===== src/rtl/assert_macros.svh =====
// ----------------------------------------------------------------------------
// assert_macros.svh
// Assertion macros shared by the RTL.
// ----------------------------------------------------------------------------
`ifndef ASSERT_MACROS_SVH
`define ASSERT_MACROS_SVH

// Implication checked at every rising edge outside reset.
`define BF3_ASSERT_IMP(label, ante, cons, msg) \
    label: assert property (@(posedge clk) disable iff (!rst_n) (ante) |-> (cons)) \
        else $error(msg);

// Plain condition checked at every rising edge outside reset.
`define BF3_ASSERT_ALWAYS(label, cond, msg) \
    label: assert property (@(posedge clk) disable iff (!rst_n) (cond)) \
        else $error(msg);

`endif


===== src/rtl/bf3_pkg.sv =====
// ----------------------------------------------------------------------------
// bf3_pkg
// Shared types and constants of the 3x3 box filter.
// ----------------------------------------------------------------------------
package bf3_pkg;

    localparam int MAX_COLS  = 1024;
    localparam int MAX_ROWS  = 1024;
    localparam int PIX_W     = 8;
    localparam int COL_W     = $clog2(MAX_COLS);
    localparam int SIZE_W    = 11;
    localparam int QDEPTH    = 4;
    localparam int QCNT_W    = $clog2(QDEPTH + 1);
    localparam int SUM_W     = PIX_W + 4;
    localparam int RECIP_W   = 13;
    localparam int RECIP_SH  = 16;
    // ceil(2^16 / 9): exact truncated quotient for sums below 2^12
    localparam logic [RECIP_W-1:0] RECIP9 = 13'd7282;
    localparam logic [PIX_W-1:0]   MIN_START_RESET = 8'd64;

    typedef enum logic [1:0]
    {
        REG_NUM_ROWS  = 2'd0,
        REG_NUM_COLS  = 2'd1,
        REG_MIN_START = 2'd2,
        REG_NONE      = 2'd3
    } bf3_reg_t;

    // One classified item handed from the front to the back.
    typedef struct packed
    {
        logic              fetch;    // read line buffers, update window
        logic              wr;       // write the pixel into the line buffers
        logic              use_pix;  // bottom row comes from the pixel
        logic              top_mid;  // first result row: top copies middle
        logic              emit_j0;  // column 0 also closes the previous row
        logic              tail;     // final result of the frame
        logic              fs;       // frame start: restart min/max
        logic [COL_W-1:0]  col;
        logic [PIX_W-1:0]  pix;
        logic [PIX_W-1:0]  min_start;
    } bf3_cmd_t;

endpackage


===== src/rtl/bf3_queue.sv =====
// ----------------------------------------------------------------------------
// bf3_queue
// Short command queue between the sequencer and the datapath.
// ----------------------------------------------------------------------------
module bf3_queue
(
    input  logic                          clk,
    input  logic                          rst_n,
    input  logic                          push,
    input  bf3_pkg::bf3_cmd_t             push_cmd,
    input  logic                          pop,
    output logic                          empty,
    output logic                          full,
    output logic [bf3_pkg::QCNT_W-1:0]    level,
    output bf3_pkg::bf3_cmd_t             head
);
    import bf3_pkg::*;

    localparam int PTR_W = $clog2(QDEPTH);

    bf3_cmd_t            slot_reg [QDEPTH];
    logic [PTR_W-1:0]    rd_reg, wr_reg;
    logic [QCNT_W-1:0]   cnt_reg;
    logic                do_push, do_pop;

    assign empty   = (cnt_reg == '0);
    assign full    = (cnt_reg == QCNT_W'(QDEPTH));
    assign level   = cnt_reg;
    assign head    = slot_reg[rd_reg];
    assign do_push = push && !full;
    assign do_pop  = pop && !empty;

    always_ff @(posedge clk)
    begin
        if (do_push)
        begin
            slot_reg[wr_reg] <= push_cmd;
        end
    end

    always_ff @(posedge clk or negedge rst_n)
    begin
        if (!rst_n)
        begin
            rd_reg  <= '0;
            wr_reg  <= '0;
            cnt_reg <= '0;
        end
        else
        begin
            if (do_push)
            begin
                wr_reg <= wr_reg + PTR_W'(1);
            end
            if (do_pop)
            begin
                rd_reg <= rd_reg + PTR_W'(1);
            end
            cnt_reg <= cnt_reg + QCNT_W'(do_push) - QCNT_W'(do_pop);
        end
    end

endmodule


===== config.mk =====
export PLATFORM = sky130hd
export DESIGN_NAME = bf3_queue
export DESIGN_NICKNAME = d
export VERILOG_FILES = /design/src/rtl/assert_macros.svh /design/src/rtl/bf3_pkg.sv /design/src/rtl/bf3_queue.sv
export SDC_FILE = /design/constraint.sdc
export NUM_CORES = 1
export LEC_CHECK = 0
export BUFFER_PORTS_ARGS = -buffer_cell sky130_fd_sc_hd__buf_2
export CAP_MARGIN = 20
export CORE_MARGIN = 10
export CORE_UTILIZATION = 30
export DETAILED_ROUTE_END_ITERATION = 7
export PLACE_DENSITY = 0.45
export SKIP_LAST_GASP = 1
export SYNTH_ARGS = -nofsm -noshare
export SYNTH_HDL_FRONTEND = slang
export SYNTH_SLANG_ARGS = --single-unit

===== constraint.sdc =====
create_clock -name clk -period 6.5 [get_ports clk]
set_input_delay 0.325 -clock clk [delete_from_list [all_inputs] [get_ports clk]]
set_output_delay 0.325 -clock clk [all_outputs]
set_load 0.005 [all_outputs]

Word level (Yosys, flattened, before mapping)
Memories as Yosys holds them, arrays and structs flattened.
Index checks and enable logic that the tools add are counted.
{"block": "classes", "add_sub_neg": 4, "n_mul": 0, "n_div": 0, "order_cmp": 0, "n_eq_ne": 1, "shift": 0, "mux": 2, "bitwise": 0, "n_reduce_logical": 5}
{"operator": "2-bit by 1-bit adder with 2-bit output, second input constant", "count": 2}
{"operator": "3-bit by 1-bit adder with 3-bit output", "count": 1}
{"operator": "3-bit == test, second input constant", "count": 1}
{"operator": "3-bit zero test", "count": 1}
{"operator": "3-bit by 1-bit subtractor with 3-bit output", "count": 1}
{"operator": "1-bit logical AND", "count": 2}
{"operator": "1-bit zero test", "count": 2}
{"operator": "1-bit 2-to-1 mux", "count": 2}
{"block": "word_totals", "reg_bits": 7, "latchBits": 0, "ramBits": 132, "rom_bits": 0, "in_bits": 37, "wordCells": 16, "mem_count": 1}
{"memory": "slot_reg", "depth": 4, "word_bits": 33, "read_ports": 1, "rd_clocked_by_memory_dff": 0, "write_ports": 1, "line": "bf3_queue.sv:21", "source": "bf3_cmd_t slot_reg [QDEPTH];"}

Longest topological paths before layout
{"block": "logic_depth", "word_depth": 5, "depth_mapped": 8, "mapped_depth_nobuf": 8}

Least setup slack after synthesis
Ideal clock, no wire load.
{"block": "synth_path", "path_kind": "reg2reg", "from": "register cnt_reg[1], in the netlist level[1]", "to": "register cnt_reg[2], in the netlist level[2]", "setup_time_ns": 0.123, "t_arrival_ns": 1.972, "path_slack_ns": 4.405, "path_stages_with_launch": 9, "path_buffers": 0, "synth_period_minus_slack_ns": 2.095, "path_cell_list": "dfrtp_1 o31ai_1 inv_1 ha_1 inv_1 ha_1 fa_1 xnor2_1 xnor2_1"}
{"block": "synth_via", "elab_cells_between_ends": 8, "cone_classes": "add/sub: 2; eq/ne: 1; reduce/logical: 5"}
{"element": "start: declaration", "line": "bf3_queue.sv:23", "source": "logic [QCNT_W-1:0] cnt_reg;"}
{"element": "start signal: assignment", "line": "bf3_queue.sv:59", "source": "cnt_reg <= cnt_reg + QCNT_W'(do_push) - QCNT_W'(do_pop);"}
{"element": "3-bit zero test", "line": "bf3_queue.sv:26", "source": "assign empty = (cnt_reg == '0);"}
{"element": "1-bit zero test", "line": "bf3_queue.sv:31", "source": "assign do_pop = pop && !empty;"}
{"element": "1-bit logical AND", "line": "bf3_queue.sv:31"}
{"element": "net do_pop", "line": "bf3_queue.sv:24", "source": "logic do_push, do_pop;"}
{"element": "3-bit by 1-bit subtractor with 3-bit output", "line": "bf3_queue.sv:59"}
The timed path passes the listed nets, and every way through them passes these cells.
A chain may end at the register's enable or synchronous reset.

==> results.json <==
{
  "outcome": "complete, no violations",
  "tns_ns": 0,
  "ys_seq_area_share_pct": 78.3,
  "hold_viol": 0,
  "cts_sinks": 139,
  "path_max_fanout": 18,
  "synth-simple-area-share_pct": 2.08,
  "criticalPathCategory": "flip-flop to output port",
  "met3_length_microns": 673,
  "netlist_area_sq_mm": 0.00529,
  "setup_viol": 0,
  "cp_top_family": "flip-flops",
  "antenna_found_initial": 1,
  "hold_buffers": 1,
  "worst_slew_pin_slew_ns": 0.952,
  "p_leak_nw": 2.23,
  "synth_fa_ha_area_share_pct": 1.80,
  "critPathBufInv": 2,
  "critPathArrivalTime_ns": 2.39,
  "first_pass_iters": 4,
  "vias": 2426,
  "ioPinCount": 75,
  "yosysUniqueCellTypes": 20,
  "ctsResizeCount": 0,
  "grt_pass1_wl_microns": 16200,
  "path_cells": "buf_4 -> mux4_2 -> buf_2",
  "die_area_sq_mm": 0.0233,
  "cts_setup_buffers": 0,
  "num_rows": 48,
  "n_antenna_cell": 0,
  "post-route-drc-count": 0,
  "fin_nets": 345,
  "max_freq_mhz": 368,
  "worstSkewPairLatency_ns": 0.41,
  "clock-skew-final_ns": 0.00629,
  "ant_nets": 0,
  "synth_compound_gate_area_share_pct": 0.592,
  "pre_cts_slack_ns": 4.13,
  "muxShareOfSynthArea_pct": 14.4,
  "num-fill-cells": 1618,
  "root_buffer": "clkbuf_16",
  "h-tree-depth": 4,
  "fin_util_pct": 37.2,
  "clk_path_buf_depth": 2,
  "grt_max_degree": 35,
  "coreArea_sq_mm": 0.0173,
  "critPathRequiredTime_ns": 6.17,
  "critPathLaunchType": "flip-flop",
  "worst_slack_ns": 3.79,
  "wl_per_cell_microns": 19.0,
  "slew_viol_final": 0,
  "dpl.hpwl_microns": 6100,
  "die_h_microns": 153,
  "via_per_inst": 4.50,
  "cts.clk_slew.worst_paths_ns": 0.06,
  "cp-end-kind": "output port",
  "synth_top_family_by_area": "multiplexers",
  "synth_nets": 258,
  "synth_cells": 214,
  "slowest_stage": "dfrtp_2",
  "numCtsBuffers": 17,
  "io_buffers": 74,
  "ys_warn_count": 0,
  "start_util_pct": 30.6,
  "power_density_mw_per_mm2": 457,
  "grt_pass1_vias": 2766,
  "drtIter0Drc": 123,
  "postSynthAreaPerCell_sq_um": 24.7,
  "min_period_ns": 2.71,
  "place.gp.congestion": 0.674,
  "highest_layer": "met5",
  "period_share_pct": 41.8,
  "largest_reg_flops": 132,
  "cts_tree": "built",
  "fp.dieW_microns": 153,
  "min_path_type": "input port to flip-flop",
  "synth_xor_area_share_pct": 0.663,
  "rsz0062_at_grt": "false",
  "grt_overflow": 0,
  "yosys_register_bits": 139,
  "holdWs_ns": 0.121,
  "ir_worst_vdd_v": 0.000187,
  "total_power_w": 0.00294,
  "wl_met1_microns": 4600,
  "critPathMaxStageDelay_ns": 0.77,
  "wl_met2_microns": 4860,
  "drive_gt1_share_pct": 43.3,
  "maxCapViolCount": 0,
  "wl_microns": 10300,
  "grt_usage_pct": 9.25,
  "slew_headroom_pct": 36.5,
  "area_delta_synth_final_pct": 21.7
}
power by group:
part / switching [W] / internal (W) / total (W)
registers: 0.000142 / 0.00119 / 0.00133
logic: 0.000320 / 0.000376 / 0.000697
clock network: 0.000351 / 0.000559 / 0.000910
layout make-up:
class                   count  area (sq um)  share of cell area [%]
multi-input cells          61          1040                    16.1
clock buffers              19           433                    6.73
repair buffers             76           388                    6.03
inverters                   6          22.5                   0.350
well taps                 225           282                    4.38
clock inverters            13           126                    1.96
flip-flops and latches    139          4140                    64.4
kinds of logic (layout without fill, tap and decap cells):
logic type	Yosys count	in the layout
flip-flops	139	139
adder cells (fa/ha/maj)	7	7
multiplexers	33	33
AND/OR/NAND/NOR	13	13
AO/OA/AOI/OAI	4	4
buffers and inverters	14	114
XOR/XNOR	4	4
synth_stat cells:
master,n,area (sq um)
fa_1,1,20.0
buf_12,3,60.1
edfxtp_1,132,3960
nor3_1,1,5.00
nand2b_1,4,25.0
buf_2,4,20.0
inv_1,6,22.5
o211ai_1,2,15.0
and3b_1,4,35.0
dfrtp_1,7,175
nand4bb_1,2,22.5
mux4_1,5,131
mux4_2,28,631
o311ai_0,1,8.76
ha_1,6,75.1
buf_6,1,11.3
nand2_1,1,3.75
xnor2_1,4,35.0
nor3b_4,1,18.8
o31ai_1,1,7.51
per-stage QoR:
step | cells | area, sq um
after floorplan | 214 | 5290
after global placement | 506 | 5860
after detailed placement | 506 | 5860
after CTS | 539 | 6430
after global routing | 539 | 6430
final | 539 | 6430
cells in the final DEF (no fill, tap or decap), drive strengths merged, types with 2 or more instances in the layout:
cell and n:
nand4bb 2, o211ai 2, and3b 4, bufinv 2, clkinv 8, nand2b 4, clkbuf 19, inv 7
ha 6, buf 75, mux4 33, dfrtp 7, xnor2 4, clkinvlp 2, edfxtp 132
layer usage:
layer / vias up / GRT usage [%]
met5: - / 0
met4: 2 / 3.81
met3: 10 / 4.66
met2: 63 / 13.9
met1: 1269 / 11.0
li1: 1082 / -
path summary, 6_finish.rpt:
check / slack [ns] / to / cells after the start / from
worst max-delay path: 3.79 / head[28] / 3 / rd_reg[0]
worst max register to register: 4.29 / level[2] / 8 / level[1]
max in group asynchronous: 6.06 / rd_reg[1] / 2 / rst_n
worst min register to register: 0.62 / wr_reg[1] / 2 / wr_reg[1]
min in group asynchronous: 0.26 / level[0] / 2 / rst_n
worst min-delay path: 0.12 / slot_reg[0][6] / 1 / push_cmd[6]
Power figures use the tool's default switching activity.
