--- config.mk ---
export PLATFORM = sky130hd
export DESIGN_NAME = bf3_front
export DESIGN_NICKNAME = d
export VERILOG_FILES = /design/src/rtl/assert_macros.svh /design/src/rtl/bf3_pkg.sv /design/src/rtl/bf3_front.sv
export SDC_FILE = /design/constraint.sdc
export NUM_CORES = 1
export LEC_CHECK = 0
export ABC_AREA = 1
export ABC_CLOCK_PERIOD_IN_PS = 3600
export BUFFER_PORTS_ARGS = -buffer_cell sky130_fd_sc_hd__buf_2
export CORE_MARGIN = 4
export CORE_UTILIZATION = 50
export CTS_BUF_LIST = sky130_fd_sc_hd__clkbuf_8
export DETAILED_ROUTE_END_ITERATION = 10
export PLACE_DENSITY = 0.85
export REMOVE_ABC_BUFFERS = 1
export SLEW_MARGIN = 20
export SYNTH_ARGS = -nofsm -noshare
export SYNTH_HDL_FRONTEND = slang
export SYNTH_SLANG_ARGS = --single-unit
--- constraint.sdc ---
create_clock -name clk -period 3.6 [get_ports clk]
set_input_delay 0.18 -clock clk [delete_from_list [all_inputs] [get_ports clk]]
set_output_delay 0.18 -clock clk [all_outputs]
set_load 0.03 [all_outputs]
--- src/rtl/assert_macros.svh ---
// ----------------------------------------------------------------------------
// assert_macros.svh
// Assertion macros shared by the RTL.
// ----------------------------------------------------------------------------
`ifndef ASSERT_MACROS_SVH
`define ASSERT_MACROS_SVH

// Implication checked at every rising edge outside reset.
`define BF3_ASSERT_IMP(label, ante, cons, msg) \
    label: assert property (@(posedge clk) disable iff (!rst_n) (ante) |-> (cons)) \
        else $error(msg);

// Plain condition checked at every rising edge outside reset.
`define BF3_ASSERT_ALWAYS(label, cond, msg) \
    label: assert property (@(posedge clk) disable iff (!rst_n) (cond)) \
        else $error(msg);

`endif

--- src/rtl/bf3_pkg.sv ---
// ----------------------------------------------------------------------------
// bf3_pkg
// Shared types and constants of the 3x3 box filter.
// ----------------------------------------------------------------------------
package bf3_pkg;

    localparam int MAX_COLS  = 1024;
    localparam int MAX_ROWS  = 1024;
    localparam int PIX_W     = 8;
    localparam int COL_W     = $clog2(MAX_COLS);
    localparam int SIZE_W    = 11;
    localparam int QDEPTH    = 4;
    localparam int QCNT_W    = $clog2(QDEPTH + 1);
    localparam int SUM_W     = PIX_W + 4;
    localparam int RECIP_W   = 13;
    localparam int RECIP_SH  = 16;
    // ceil(2^16 / 9): exact truncated quotient for sums below 2^12
    localparam logic [RECIP_W-1:0] RECIP9 = 13'd7282;
    localparam logic [PIX_W-1:0]   MIN_START_RESET = 8'd64;

    typedef enum logic [1:0]
    {
        REG_NUM_ROWS  = 2'd0,
        REG_NUM_COLS  = 2'd1,
        REG_MIN_START = 2'd2,
        REG_NONE      = 2'd3
    } bf3_reg_t;

    // One classified item handed from the front to the back.
    typedef struct packed
    {
        logic              fetch;    // read line buffers, update window
        logic              wr;       // write the pixel into the line buffers
        logic              use_pix;  // bottom row comes from the pixel
        logic              top_mid;  // first result row: top copies middle
        logic              emit_j0;  // column 0 also closes the previous row
        logic              tail;     // final result of the frame
        logic              fs;       // frame start: restart min/max
        logic [COL_W-1:0]  col;
        logic [PIX_W-1:0]  pix;
        logic [PIX_W-1:0]  min_start;
    } bf3_cmd_t;

endpackage

--- src/rtl/bf3_front.sv ---
// ----------------------------------------------------------------------------
// bf3_front
// Frame sequencer: counts rows, columns and drains, classifies each beat.
// ----------------------------------------------------------------------------
module bf3_front
(
    input  logic                          clk,
    input  logic                          rst_n,
    input  logic                          accept,
    input  logic [bf3_pkg::PIX_W-1:0]     pixel_value,
    input  logic                          drain,
    input  logic                          abandon,
    input  logic [bf3_pkg::SIZE_W-1:0]    num_rows,
    input  logic [bf3_pkg::SIZE_W-1:0]    num_cols,
    input  logic [bf3_pkg::PIX_W-1:0]     min_start,
    output logic                          push,
    output bf3_pkg::bf3_cmd_t             cmd
);
    import bf3_pkg::*;

    typedef enum logic [1:0]
    {
        PH_PIX,
        PH_DRAIN,
        PH_TAIL
    } phase_t;

    phase_t              phase_reg, phase_next;
    logic [SIZE_W-1:0]   row_reg, row_next;
    logic [COL_W-1:0]    col_reg, col_next;
    logic [SIZE_W-1:0]   drn_reg, drn_next;
    logic [SIZE_W-1:0]   rows, cols, row_e, row_inc, col_inc, drn_inc;
    logic [COL_W-1:0]    col_e;

    always_comb
    begin
        rows = (num_rows == '0) ? SIZE_W'(1)
             : (num_rows > SIZE_W'(MAX_ROWS)) ? SIZE_W'(MAX_ROWS) : num_rows;
        cols = (num_cols == '0) ? SIZE_W'(1)
             : (num_cols > SIZE_W'(MAX_COLS)) ? SIZE_W'(MAX_COLS) : num_cols;
    end

    always_comb
    begin
        // a pixel after the frame's pixels starts over
        row_e   = (phase_reg != PH_PIX) ? '0 : row_reg;
        col_e   = (phase_reg != PH_PIX) ? '0 : col_reg;
        row_inc = row_e + SIZE_W'(1);
        col_inc = SIZE_W'(col_e) + SIZE_W'(1);
        drn_inc = drn_reg + SIZE_W'(1);

        phase_next = phase_reg;
        row_next   = row_reg;
        col_next   = col_reg;
        drn_next   = drn_reg;
        push       = 1'b0;
        cmd        = '0;
        cmd.pix       = pixel_value;
        cmd.min_start = min_start;

        if (abandon)
        begin
            phase_next = PH_PIX;
            row_next   = '0;
            col_next   = '0;
            drn_next   = '0;
        end
        else if (accept && !drain)
        begin
            push        = 1'b1;
            cmd.fetch   = (row_e != '0);
            cmd.wr      = 1'b1;
            cmd.use_pix = 1'b1;
            cmd.top_mid = (row_e == SIZE_W'(1));
            cmd.emit_j0 = (row_e >= SIZE_W'(2));
            cmd.fs      = (row_e == '0) && (col_e == '0);
            cmd.col     = col_e;
            phase_next  = PH_PIX;
            drn_next    = '0;
            if (col_inc >= cols)
            begin
                col_next = '0;
                row_next = row_inc;
                if (row_inc >= rows)
                begin
                    phase_next = PH_DRAIN;
                end
            end
            else
            begin
                col_next = col_inc[COL_W-1:0];
                row_next = row_e;
            end
        end
        else if (accept)
        begin
            unique case (phase_reg)
                PH_DRAIN:
                begin
                    push        = 1'b1;
                    cmd.fetch   = 1'b1;
                    cmd.top_mid = (rows == SIZE_W'(1));
                    cmd.emit_j0 = (rows >= SIZE_W'(2));
                    cmd.col     = drn_reg[COL_W-1:0];
                    drn_next    = drn_inc;
                    if (drn_inc >= cols)
                    begin
                        phase_next = PH_TAIL;
                    end
                end
                PH_TAIL:
                begin
                    push       = 1'b1;
                    cmd.tail   = 1'b1;
                    phase_next = PH_PIX;
                    row_next   = '0;
                    col_next   = '0;
                    drn_next   = '0;
                end
                default:
                begin
                    // early drain: drop it
                end
            endcase
        end
    end

    always_ff @(posedge clk or negedge rst_n)
    begin
        if (!rst_n)
        begin
            phase_reg <= PH_PIX;
            row_reg   <= '0;
            col_reg   <= '0;
            drn_reg   <= '0;
        end
        else
        begin
            phase_reg <= phase_next;
            row_reg   <= row_next;
            col_reg   <= col_next;
            drn_reg   <= drn_next;
        end
    end

endmodule

# Word level (Yosys, flattened, before mapping)
# Cells that the tools add are included.
# word_totals
regBits,34
in_bits,43
word_cells,80
out_inout_bits,34
# classes
reduce_logical,16
eq_ne,5
addsub,3
magnitude_cmp,7
mux,45
# ops
op,n
two-way mux 11 bit,13
two-way mux 10 bit,9
>= comparator 11 bit,3
zero test 11 bit,3
adder 11 x 1 -> 11 bit (second input constant),2
== test 11 x 1 -> 1 bit (second input constant),2
>= comparator 11 x 2 -> 1 bit (second input constant),2
greater-than comparator 11 bit (second input constant),2
one-hot mux 11 bit (2 select lines),1
two-way mux 17 bit,1
two-way mux 2 bit,7
two-way mux 1 bit,12
adder 10 x 1 -> 11 bit (second input constant),1
nonzero test 11 bit,1
zero test 10 bit,1
nonzero test 3 bit,2
!= test 4 bit (second input constant),1
one-hot mux 2 bit (2 select lines),1
AND reduction 2 bit,2
nonzero test 4 bit,1
two-way mux 3 bit,1
AND reduction 3 bit,1
== test 2 x 1 -> 1 bit (second input constant),1
== test 2 bit (second input constant),1
4 further kinds,5

# Longest topological paths before layout
# Gate-level depths: netlist of run 1.
# logic_depth
depth_word,9
depth_mapped,20
mapped_depth_nobuf,20

# Least setup slack after synthesis of run 1
# No wires, ideal clock.
# synth_path
path_kind,reg2reg
from,register phase_reg[0]
to,register row_reg[9]
required_time_ps,3475
path_slack_ps,557
t_arrival_ps,2918
setup_time_ps,125
stages_incl_launch_ff,19
period_less_slack_ps,3043
path_cell_list,dfrtp_1 -> inv_1 -> ha_1 -> buf_4 -> nand2_1 -> inv_1 -> ha_1 -> nor3b_4 -> nand3_1 -> xor2_1 -> inv_1 -> ha_1 -> a21oi_1 -> o21ai_0 -> a21oi_2 -> nand2_1 -> buf_2 -> nand3_1 -> nand3_1
# synth_via
elab_chain_len,7
word_cells_on_any_way,12
cone_classes,add/sub: 2; order compare: 1; eq/ne: 1; mux: 5; reduce/logical: 3
# synth_rtl
element,line,rtl
"start, declared",bf3_front.sv:28,"phase_t phase_reg, phase_next;"
"start signal, assigned",bf3_front.sv:139,phase_reg <= phase_next;
nonzero test 2 bit,"bf3_front.sv:46, bf3_front.sv:47",
two-way mux 10 bit,bf3_front.sv:47,col_e = (phase_reg != PH_PIX) ? '0 : col_reg;
adder 10 x 1 -> 11 bit,bf3_front.sv:49,col_inc = SIZE_W'(col_e) + SIZE_W'(1);
>= comparator 11 bit,bf3_front.sv:80,if (col_inc >= cols)
two-way mux 11 bit,bf3_front.sv:80,
two-way mux 11 bit,bf3_front.sv:68,else if (accept && !drain)
two-way mux 11 bit,bf3_front.sv:61,if (abandon)
"end signal, assigned",bf3_front.sv:140,row_reg <= row_next;
"end, declared",bf3_front.sv:29,"logic [SIZE_W-1:0] row_reg, row_next;"
# Several ways; a longest one is shown, not always the timed one.
# A chain may end at the register's enable or synchronous reset.

# Worst setup path after layout of run 1
# layout_path
from,register phase_reg[1]
to,register row_reg[3]
# The elaborated chain is that of the path after synthesis.

==> out/metrics.cfg, run 1 <==
[outcome]
status=finished, final reports clean

[grt]
grt_use_total_pct=23.55
grt_pass1_vias=3595
antenna_found_initial=0
grt_pass1_wl_um=16580
grt_max_degree=35
grt-ovfl-total=0

[critical_path]
cp_data_arrival_time_ns=3.52
crit_type=flop to flop
required_ns=3.83
cp-start-kind=flop
end_kind=flop
critPathMaxFanout=14

[yosys]
ys_seq_area_share_pct=23.31
ys_ff_latch=34
synth.top_cells.by_area=dfrtp_1, nand2_1, ha_1
ys_async_sr_fraction_pct=100.0
synth_warnings=0
yosys.area.top_type=dfrtp_1
yosysMostFrequentCell=nand2_1
syn-instance-count=550
netlist_area_sq_mm=0.003650
synth-edff-count=0
ys_top_cells_by_count=nand2_1, inv_1, nand3_1
ys_types=34
syn_area_per_cell_sq_um=6.636
synth_top_area_share_pct=23.31
ys.flop_type=dfrtp_1

[clock_network]
clk_latency_ns=0.30
clock_path_buffers=2
cts.htree.levels=2
clk_pin_slew_ns=0.08
cts_tree=yes
cts_made_buffers=5
clkSinkCount=34
cts-root-buf=clkbuf_8

[routing]
drtIter0Drc=249
drt-total-wl_um=9933
postRouteAntennaNets=0
vias_per_cell=5.589
first_pass_iters=5
num_vias=3784
routedWlPerCell_um=14.67
drc=0

[floorplan]
rows=30
core_area_sq_mm=0.006944
die_x_um=93.44
io_pins=77
start_util_pct=52.56
die_h_um=93.44
die_area_sq_mm=0.008730

[sta]
rsz0062_at_grt=no
slew_violations=0
max_freq_ghz=0.3038
hold_violations=0
skew_ns=0.01058
holdWs_ns=0.3010
slew-limit-headroom_pct=47.20
setup_viol=0
period_share_pct=91.42
finalCriticalPeriod_ns=3.291
tns_ns=0
tightest_slew_ns=0.7920

[pwr]
p_leak_uw=0.002293
p_per_area_mw_per_mm2=230.2
ir_worst_vdd_uv=229.1
totalPowerFinal_uw=909.1

[final_layout]
syn2layout_area_growth_pct=8.193
antennaDiodeCount=0
finalNonFillerCells=677
fin_nets=667
finish.utilization_pct=56.86
nFillCells=612
drive_above_1_share_pct=15.66

[placement]
dp_cells=668
port_buffers=44
dpl.hpwl_um=8062
routabilityCongestion=0.9687

[hold_path]
hold_path_class=input pin to flop

[flow_run]
cap_violations=0

## final timing paths
kind	from	endpoint	slack, ns	depth (start not counted)
max	phase_reg[1]	row_reg[3]	0.31	18
min	abandon	drn_reg[10]	0.30	4
max reg2reg	phase_reg[1]	row_reg[3]	0.31	18
min reg2reg	row_reg[0]	row_reg[0]	0.49	2
max in group asynchronous	rst_n	drn_reg[8]	2.57	2
min in group asynchronous	rst_n	col_reg[9]	0.52	2
## metal layers
layer | vias up | track usage, % | share of wire (%)
met2 | 171 | 38.42 | 47
met4 | 0 | 7.082 | 2.9
met1 | 1739 | 30.45 | 43
met5 | - | 3.846 | 0
met3 | 32 | 5.712 | 7.1
li1 | 1842 | - | -
## layout make-up
| type | count | area, sq um | share of cell area (%) |
|---|---|---|---|
| Clock buffer | 5 | 68.82 | 1.743 |
| Clock inverter | 2 | 10.01 | 0.2535 |
| Inverter | 90 | 337.8 | 8.555 |
| Multi-Input combinational cell | 399 | 2286 | 57.89 |
| Sequential cell | 34 | 850.8 | 21.55 |
| Tap cell | 96 | 120.1 | 3.042 |
| Timing Repair Buffer | 51 | 275.3 | 6.971 |
## cells by family after synthesis
family / synth area share [%]
xor gates and xnor gates: 3.600
adders and majority gates: 14.74
and+or+nand+nor: 34.73
AOI/OAI and AO/OA: 9.188
buffers and inverters: 14.43
DFF: 23.31
## what timing repair did
action | in CTS | in global routing
setup buffers | 0 | 0
hold endpoints to repair | 20 | 0
hold buffers | 1 | 0
setup endpoints to repair | 0 | 9
gates resized for setup | 0 | 2
## layout by cell type, fill, tap and decap left out, types with 2 or more instances in the layout
cell type,instances
inv_1,75
nor3_1,9
nand2_1,158
nor2_2,5
a21oi_1,15
xor2_1,15
nor2_1,26
nor4_1,3
nor3_2,3
nor2_4,3
clkbuf_8,5
inv_2,14
buf_4,6
clkinv_2,2
o21ai_0,12
buf_2,44
nand2_2,5
nand4_1,17
ha_1,43
o21ai_1,7
nand3b_1,3
nand3_1,46
dfrtp_1,34
o22ai_1,20
## where the power goes
group / switching (uW) / internal [uW] / total (uW)
sequential: 6.01 / 391 / 397
clock: 145 / 130 / 275
combinational: 161 / 76.3 / 237
total: 312 / 597 / 909
## metrics by stage
step                      cell area [sq um]  worst slack (ns)
final                                  3949            0.3088
after global placement                 3846            0.3682
after CTS                              3935            0.1665
after floorplan                        3461            0.1268
after global routing                   3949           0.01932
after detailed placement               3846            0.1688
## worst max-delay path, stage by stage (launching register included)
cell     delay [ns]
dfrtp_1        0.40
inv_1          0.09
ha_1           0.23
nand2_1        0.12
inv_1          0.09
ha_1           0.18
nor3b_4        0.27
nand3_1        0.12
xor2_1         0.19
inv_1          0.07
ha_1           0.33
a21oi_1        0.13
o21ai_0        0.14
a21oi_2        0.25
nand2_1        0.08
buf_4          0.20
nor2_2         0.22
nand2_1        0.07
nand3_1        0.08
Note: power is estimated with default switching activity, not from simulation.
==> run 2, diff against run 1 <==
--- a/config.mk
+++ b/config.mk
@@ -5,7 +5,6 @@
 export SDC_FILE = /design/constraint.sdc
 export NUM_CORES = 1
 export LEC_CHECK = 0
-export ABC_AREA = 1
 export ABC_CLOCK_PERIOD_IN_PS = 3600
 export BUFFER_PORTS_ARGS = -buffer_cell sky130_fd_sc_hd__buf_2
 export CORE_MARGIN = 4
==> run 2 against run 1 <==
Compared with the run above:
- count of clock-buffer cells in the layout rose by 1
- combinational power decreased by 9.7%
- routed wire length is 1.3% higher
- largest power group unchanged
==> out/metrics.cfg, run 2 <==
[critical_path]
cp_data_arrival_time_ns=3.61  ; +0.09 ns
cp.buffers_inverters=4  ; unchanged
end_kind=flop
crit_chain=inv_1, ha_2, nand2_1, inv_1, ha_1, nand3_2, nor3_2, xnor2_1, nand2b_1, inv_1, ha_1, a21o_1, a21oi_4, buf_4, a32o_1, a41oi_2, o21ai_0
cp-start-kind=flop
critPathMaxFanout=5  ; -9
worst_path_max_delay_cell=dfrtp_1
crit_type=flop to flop
required_ns=3.76  ; -0.07 ns
path_delay_family=compound AO/OA/AOI/OAI gates
path_common_cell=inv_1
max_stage_delay_ns=0.41  ; about the same

[floorplan]
die_area_sq_mm=0.008599  ; -1.5%
start_util_pct=52.26  ; -0.30 points
rows=30  ; unchanged
io_pins=77  ; unchanged
die_x_um=92.73  ; -0.75%
die_h_um=92.73  ; -0.75%
core_area_sq_mm=0.006869  ; -1.1%

[placement]
dpl_cell_area_sq_mm=0.003789  ; -1.5%
port_buffers=44  ; unchanged
routabilityCongestion=0.9883  ; +2.0%
dpl.hpwl_um=7305  ; -9.4%
dp_cells=574  ; -14%
dpl_worst_slack_ns=0.1034  ; -0.06540 ns

[pwr]
intPower_uw=614.4  ; +2.9%
seqPwrFrac_pct=43.7  ; about the same
pwr-share-comb_pct=23.8  ; -2.3 points
sw_frac_of_total_pct=31.91  ; -2.4 points
clkPwrFrac_pct=32.5  ; +2.2 points
p_per_area_mw_per_mm2=225.7  ; -2.0%
ir_worst_vdd_uv=110.7  ; -52%
p_sw_uw=287.9  ; -7.8%
p_leak_uw=0.002082  ; -9.2%

[final_layout]
finish.utilization_pct=58.20  ; +1.3 points
syn2layout_area_growth_pct=11.36
antennaDiodeCount=0  ; unchanged
final_cell_mix=nand2_1, buf_2, ha_1
layout_commonest_cell=nand2_1
fin_nets=577  ; -13%
finalNonFillerCells=588  ; -13%
drive_above_1_share_pct=17.48  ; +1.8 points
postLayoutCellArea_sq_mm=0.003998  ; +1.2%

[routing]
drc=0  ; unchanged
num_vias=3600  ; -4.9%
vias_per_cell=6.122  ; +9.5%
first_pass_iters=5  ; unchanged
routedWlPerCell_um=17.12  ; +17%
drt-total-wl_um=10060  ; +1.3%
postRouteAntennaNets=0  ; unchanged
drtIter0Drc=264  ; +6.0%

[sta]
tns_ns=0  ; unchanged
worst_slack_ns=0.1418  ; -0.1670 ns
setup_viol=0  ; unchanged
period_share_pct=96.06  ; +4.6 points
skew_ns=0.009068  ; -0.001515 ns
slew_violations=0  ; unchanged
slew-limit-headroom_pct=36.90  ; -10 points
max_freq_ghz=0.2892  ; -4.8%
hold_violations=0  ; unchanged
tightest_slew_ns=0.9465  ; +0.1545 ns
finalCriticalPeriod_ns=3.458  ; +0.1670 ns

[clock_network]
cts-root-buf=clkbuf_8
cts.htree.levels=2  ; unchanged
clock_path_buffers=2  ; unchanged
cts_tree=yes
clk_pin_slew_ns=0.08  ; about the same
cts_made_buffers=5  ; unchanged
clk_latency_ns=0.29  ; about the same
clkSinkCount=34  ; unchanged

[yosys]
ys_top_cells_by_count=nand2_1, ha_1, inv_1
ys_types=45  ; +32%
synth_warnings=0  ; unchanged
ys_seq_area_share_pct=23.70  ; +0.39 points
syn_area_per_cell_sq_um=7.838  ; +18%
yosysMostFrequentCell=nand2_1
netlist_area_sq_mm=0.003590  ; -1.6%
syn-instance-count=458  ; -17%
ys.flop_type=dfrtp_1
ys_async_sr_fraction_pct=100.0  ; unchanged
synth-edff-count=0  ; unchanged
synth_top_area_share_pct=23.70  ; +0.39 points
yosys.area.top_type=dfrtp_1
ys_ff_latch=34  ; unchanged
synth.top_cells.by_area=dfrtp_1, ha_1, nand2_1

[grt]
grt.busiest_layer=met2
antenna_found_initial=0  ; unchanged
grt_use_total_pct=22.78  ; -0.77 points
grt_util_met3_pct=5.118  ; -0.59 points
grt-ovfl-total=0  ; unchanged
use_met2_pct=39.40  ; +0.98 points
grt_max_degree=35  ; unchanged
grt_pass1_vias=3472  ; -3.4%
grtUsageMet1_pct=27.84  ; -2.6 points
grt_pass1_wl_um=16000  ; -3.5%

[hold_path]
hold_path_class=input pin to primary output

[outcome]
status=finished, final reports clean

[flow_run]
cap_violations=0  ; unchanged

==> run 2: changes by cell type after synthesis, moves of 19 or more <==
cell      delta
inv_1       -37
and3_1      +19
nand3_1     -21
o22ai_1     -20
nand2b_1    +20
nand2_1     -95
==> run 2: area by class of cell <==
type | count | area [sq um]
inverters | 41 | 153.9
clock buffers | 6 | 82.58
repair buffers | 60 | 346.6
well taps | 96 | 120.1
flip-flops and latches | 34 | 850.8
fillers | 594 | 2872
clock inverters | 2 | 8.758
multi-input cells | 349 | 2435
==> run 2: final timing paths <==
kind / from / endpoint / slack [ns] / cells after the start
worst max-delay path: phase_reg[0] / col_reg[4] / 0.14 / 17
worst min-delay path: min_start[0] / cmd[0] / 0.36 / 0
worst max register to register: phase_reg[0] / col_reg[4] / 0.14 / 17
worst min register to register: drn_reg[10] / drn_reg[10] / 0.51 / 2
max in group asynchronous: rst_n / col_reg[8] / 2.58 / 2
min in group asynchronous: rst_n / col_reg[2] / 0.52 / 2
==> run 2: worst register-to-register path: stages, from the launching register on <==
cell and delay [ns]:
dfrtp_1 0.41, inv_1 0.10, ha_2 0.25, nand2_1 0.09
inv_1 0.09, ha_1 0.21, nand3_2 0.14, nor3_2 0.26
xnor2_1 0.13, nand2b_1 0.14, inv_1 0.05, ha_1 0.31
a21o_1 0.17, a21oi_4 0.07, buf_4 0.15, a32o_1 0.31
a41oi_2 0.33, o21ai_0 0.13
==> run 2: cells by family after synthesis <==
logic type / Yosys count / synth area share, %
simple gates: 179 / 25.13
compound gates: 99 / 19.00
buf+inv: 76 / 10.53
fa+ha+maj: 43 / 14.99
flops: 34 / 23.70
xor+xnor: 26 / 6.344
mux: 1 / 0.3137
==> run 2: repair_timing <==
action                                  4_1_cts  5_1_grt
resized for setup                             0       12
hold endpoints to repair                     18        0
hold buffers                                  1        0
endpoints found under the setup margin        0       22
buffers inserted                              0        4
==> run 2: metal layers <==
layer  part of all wire, %  wire [um]  vias to the layer above
li1                      -          -                     1673
met1                    40       4035                     1703
met2                    48       4831                      200
met3                   9.8        988                       24
met4                   2.1        208                        0
met5                     0          0                        -
==> run 2: power groups by stage <==
stage                     Sequential [uW]  Clock [uW]  Combinational (uW)
final                                 395         293                 214
after global routing                  395         317                 238
after CTS                             394         297                 201
after detailed placement              401           0                 199
after global placement                401           0                 191
after floorplan                       399           0                 112
==> run 2: per-stage QoR <==
stage	total power, uW	hold WS [ns]
detailed placement	600.4	0.3046
finish	902.3	0.3603
floorplan	510.9	-0.1156
global placement	592.6	0.2953
CTS	892.0	0.3604
global route	951.2	0.3602
==> run 3, diff against run 2 <==
--- a/config.mk
+++ b/config.mk
@@ -13,6 +13,7 @@
 export DETAILED_ROUTE_END_ITERATION = 10
 export PLACE_DENSITY = 0.85
 export REMOVE_ABC_BUFFERS = 1
+export SETUP_SLACK_MARGIN = 0.5
 export SLEW_MARGIN = 20
 export SYNTH_ARGS = -nofsm -noshare
 export SYNTH_HDL_FRONTEND = slang
==> run 3 against run 2 <==
Compared with the run above:
- register-to-register slack better by 0.21 ns
- global-route usage increased by 1.7 points
- via count up 6.4%
- clock skew grew 0.00070 ns
- worst hold slack unchanged
- sequential cell count unchanged
- die area did not move
- critical path depth decreased by 1
- combinational power increased by 35%
- critical path type unchanged
- largest power group unchanged
==> out/metrics.cfg, run 3 (synthesis gave the netlist of run 2 again) <==
[outcome]
status=finished, final reports clean

[sta]
setup_viol=0  ; unchanged
period_share_pct=90.34  ; -5.7 points
max_freq_ghz=0.3075  ; +6.3%
finalCriticalPeriod_ns=3.252  ; -0.2061 ns
skew_ns=0.009763  ; +0.0006954 ns
holdWs_ns=0.3603  ; unchanged
slew_violations=0  ; unchanged
tightest_slew_ns=0.9525  ; +0.005999 ns
hold_violations=0  ; unchanged
rsz0062_at_grt=yes
slew-limit-headroom_pct=36.50  ; -0.40 points

[routing]
routedWlPerCell_um=19.17  ; +12%
num_vias=3832  ; +6.4%
postRouteAntennaNets=0  ; unchanged
vias_per_cell=6.313  ; +3.1%
top_layer=met4
drc=0  ; unchanged
met2_length_um=5693  ; +18%
drtIter0Drc=350  ; +33%
wl_met3_um=1094  ; +11%
wl_met1_um=4283  ; +6.1%
first_pass_iters=5  ; unchanged
drt-total-wl_um=11640  ; +16%

[clock_network]
cts.htree.levels=2  ; unchanged
clk_pin_slew_ns=0.08  ; about the same
cts_tree=yes
clkSinkCount=34  ; unchanged
cts_made_buffers=5  ; unchanged
clock_path_buffers=2  ; unchanged
cts-root-buf=clkbuf_8
clk_latency_ns=0.29  ; about the same

[placement]
port_buffers=44  ; unchanged
routabilityCongestion=0.9883  ; unchanged
dpl_cell_area_sq_mm=0.003789  ; unchanged
dpl.hpwl_um=7305  ; unchanged

[critical_path]
end_kind=flop
worst-r2r-setup-slack_ns=0.35  ; +0.21 ns
required_ns=3.80  ; +0.04 ns
crit_type=flop to flop
cp_data_arrival_time_ns=3.45  ; -0.16 ns
path_common_cell=ha_4
worst_path_max_delay_cell=dfrtp_1
max_stage_delay_ns=0.41  ; about the same
cp-start-kind=flop
crit_chain=inv_2, ha_4, nand2_4, inv_4, ha_4, nand3_4, nor3_4, xnor2_1, nand2b_4, inv_2, ha_4, nand3_4, or3_1, o31a_1, buf_6, o211ai_1
critPathMaxFanout=6  ; +1

[grt]
antenna_found_initial=0  ; unchanged
grt_use_total_pct=24.53  ; +1.7 points
grt_max_degree=35  ; unchanged
grt-ovfl-total=0  ; unchanged
grt_pass1_vias=3701  ; +6.6%
grt_pass1_wl_um=17020  ; +6.4%

[pwr]
totalPowerFinal_uw=986.6  ; +9.3%
p_leak_uw=0.002316  ; +11%
ir_worst_vdd_uv=118.7  ; +7.2%
p_per_area_mw_per_mm2=220.2  ; -2.4%

[floorplan]
core_area_sq_mm=0.006869  ; unchanged
rows=30  ; unchanged
start_util_pct=52.26  ; unchanged
io_pins=77  ; unchanged
die_area_sq_mm=0.008599  ; unchanged
die_h_um=92.73  ; unchanged
die_x_um=92.73  ; unchanged

[final_layout]
antennaDiodeCount=0  ; unchanged
final_cell_mix=nand2_1, buf_2, ha_1
syn2layout_area_growth_pct=24.78
layout_commonest_cell=nand2_1
postLayoutCellArea_sq_mm=0.004479  ; +12%
fin_nets=596  ; +3.3%
drive_above_1_share_pct=27.59  ; +10 points

[flow_run]
cap_violations=0  ; unchanged

[hold_path]
hold_path_class=input pin to primary output

-- run 3: changes by cell type in the layout (fill, tap and decap cells not counted), moves of 6 or more --
cell | previous run | this run
buf_4 | 14 | 30
ha_1 | 42 | 36
ha_4 | 0 | 6
inv_1 | 39 | 32
o21ai_0 | 25 | 19
o21ai_1 | 2 | 8
o221ai_1 | 8 | 2
o221ai_2 | 0 | 6
-- run 3: timing repair --
action,4_1_cts,5_1_grt
hold buffers,1,0
endpoints found under the setup margin,22,22
gates resized for setup,20,60
pin swaps,4,17
endpoints found under the hold margin,18,0
gates cloned,2,1
setup buffers,5,16
-- run 3: layout make-up --
class                           instances  area (sq um)
Sequential cell                        34         850.8
Inverter                               41         161.4
Clock inverter                          2         8.758
Timing Repair Buffer                   79         530.5
Tap cell                               96         120.1
Clock buffer                            6         82.58
Fill cell                             511          2390
Multi-Input combinational cell        349          2725
-- run 3: critical path, delay by kind of cell (launching register included) --
family	cells	cell delay, ns
AO/OA/AOI/OAI	2	0.55
XOR/XNOR	1	0.15
adder cells (fa/ha/maj)	3	0.63
buffers and inverters	4	0.37
flip-flops	1	0.41
AND/OR/NAND/NOR	6	1.05
-- run 3: path summary, 6_finish.rpt --
check                             start           to  cells past startpoint
max in group asynchronous         rst_n   drn_reg[9]                      2
setup reg to reg           phase_reg[0]   row_reg[8]                     16
hold reg to reg             drn_reg[10]  drn_reg[10]                      2
setup / recovery           phase_reg[0]   row_reg[8]                     16
hold / removal             min_start[0]       cmd[0]                      0
min in group asynchronous         rst_n   col_reg[4]                      2
-- run 3: metrics by stage --
step	utilization [%]	worst slack (ns)	setup TNS, ns	instances
after floorplan	-	-0.2479	-3.289	423
after global placement	55.15	0.2025	0	574
after detailed placement	55.15	0.1034	0	574
after CTS	59.13	0.5087	0	590
after global routing	65.21	0.2810	0	607
final	65.21	0.3479	0	607
-- run 3: per-layer routing --
layer  up-vias  GRT usage (%)
met3        59          6.011
li1       1715              -
met2       259          42.48
met1      1799          28.25
met4         0          11.72
met5         -              0
-- run 3: where the power goes --
part | leakage (uW) | switching (uW) | internal, uW
logic | 0.00179 | 172 | 118
registers | 0.000473 | 8.68 | 387
clock network | 0.0000524 | 149 | 152
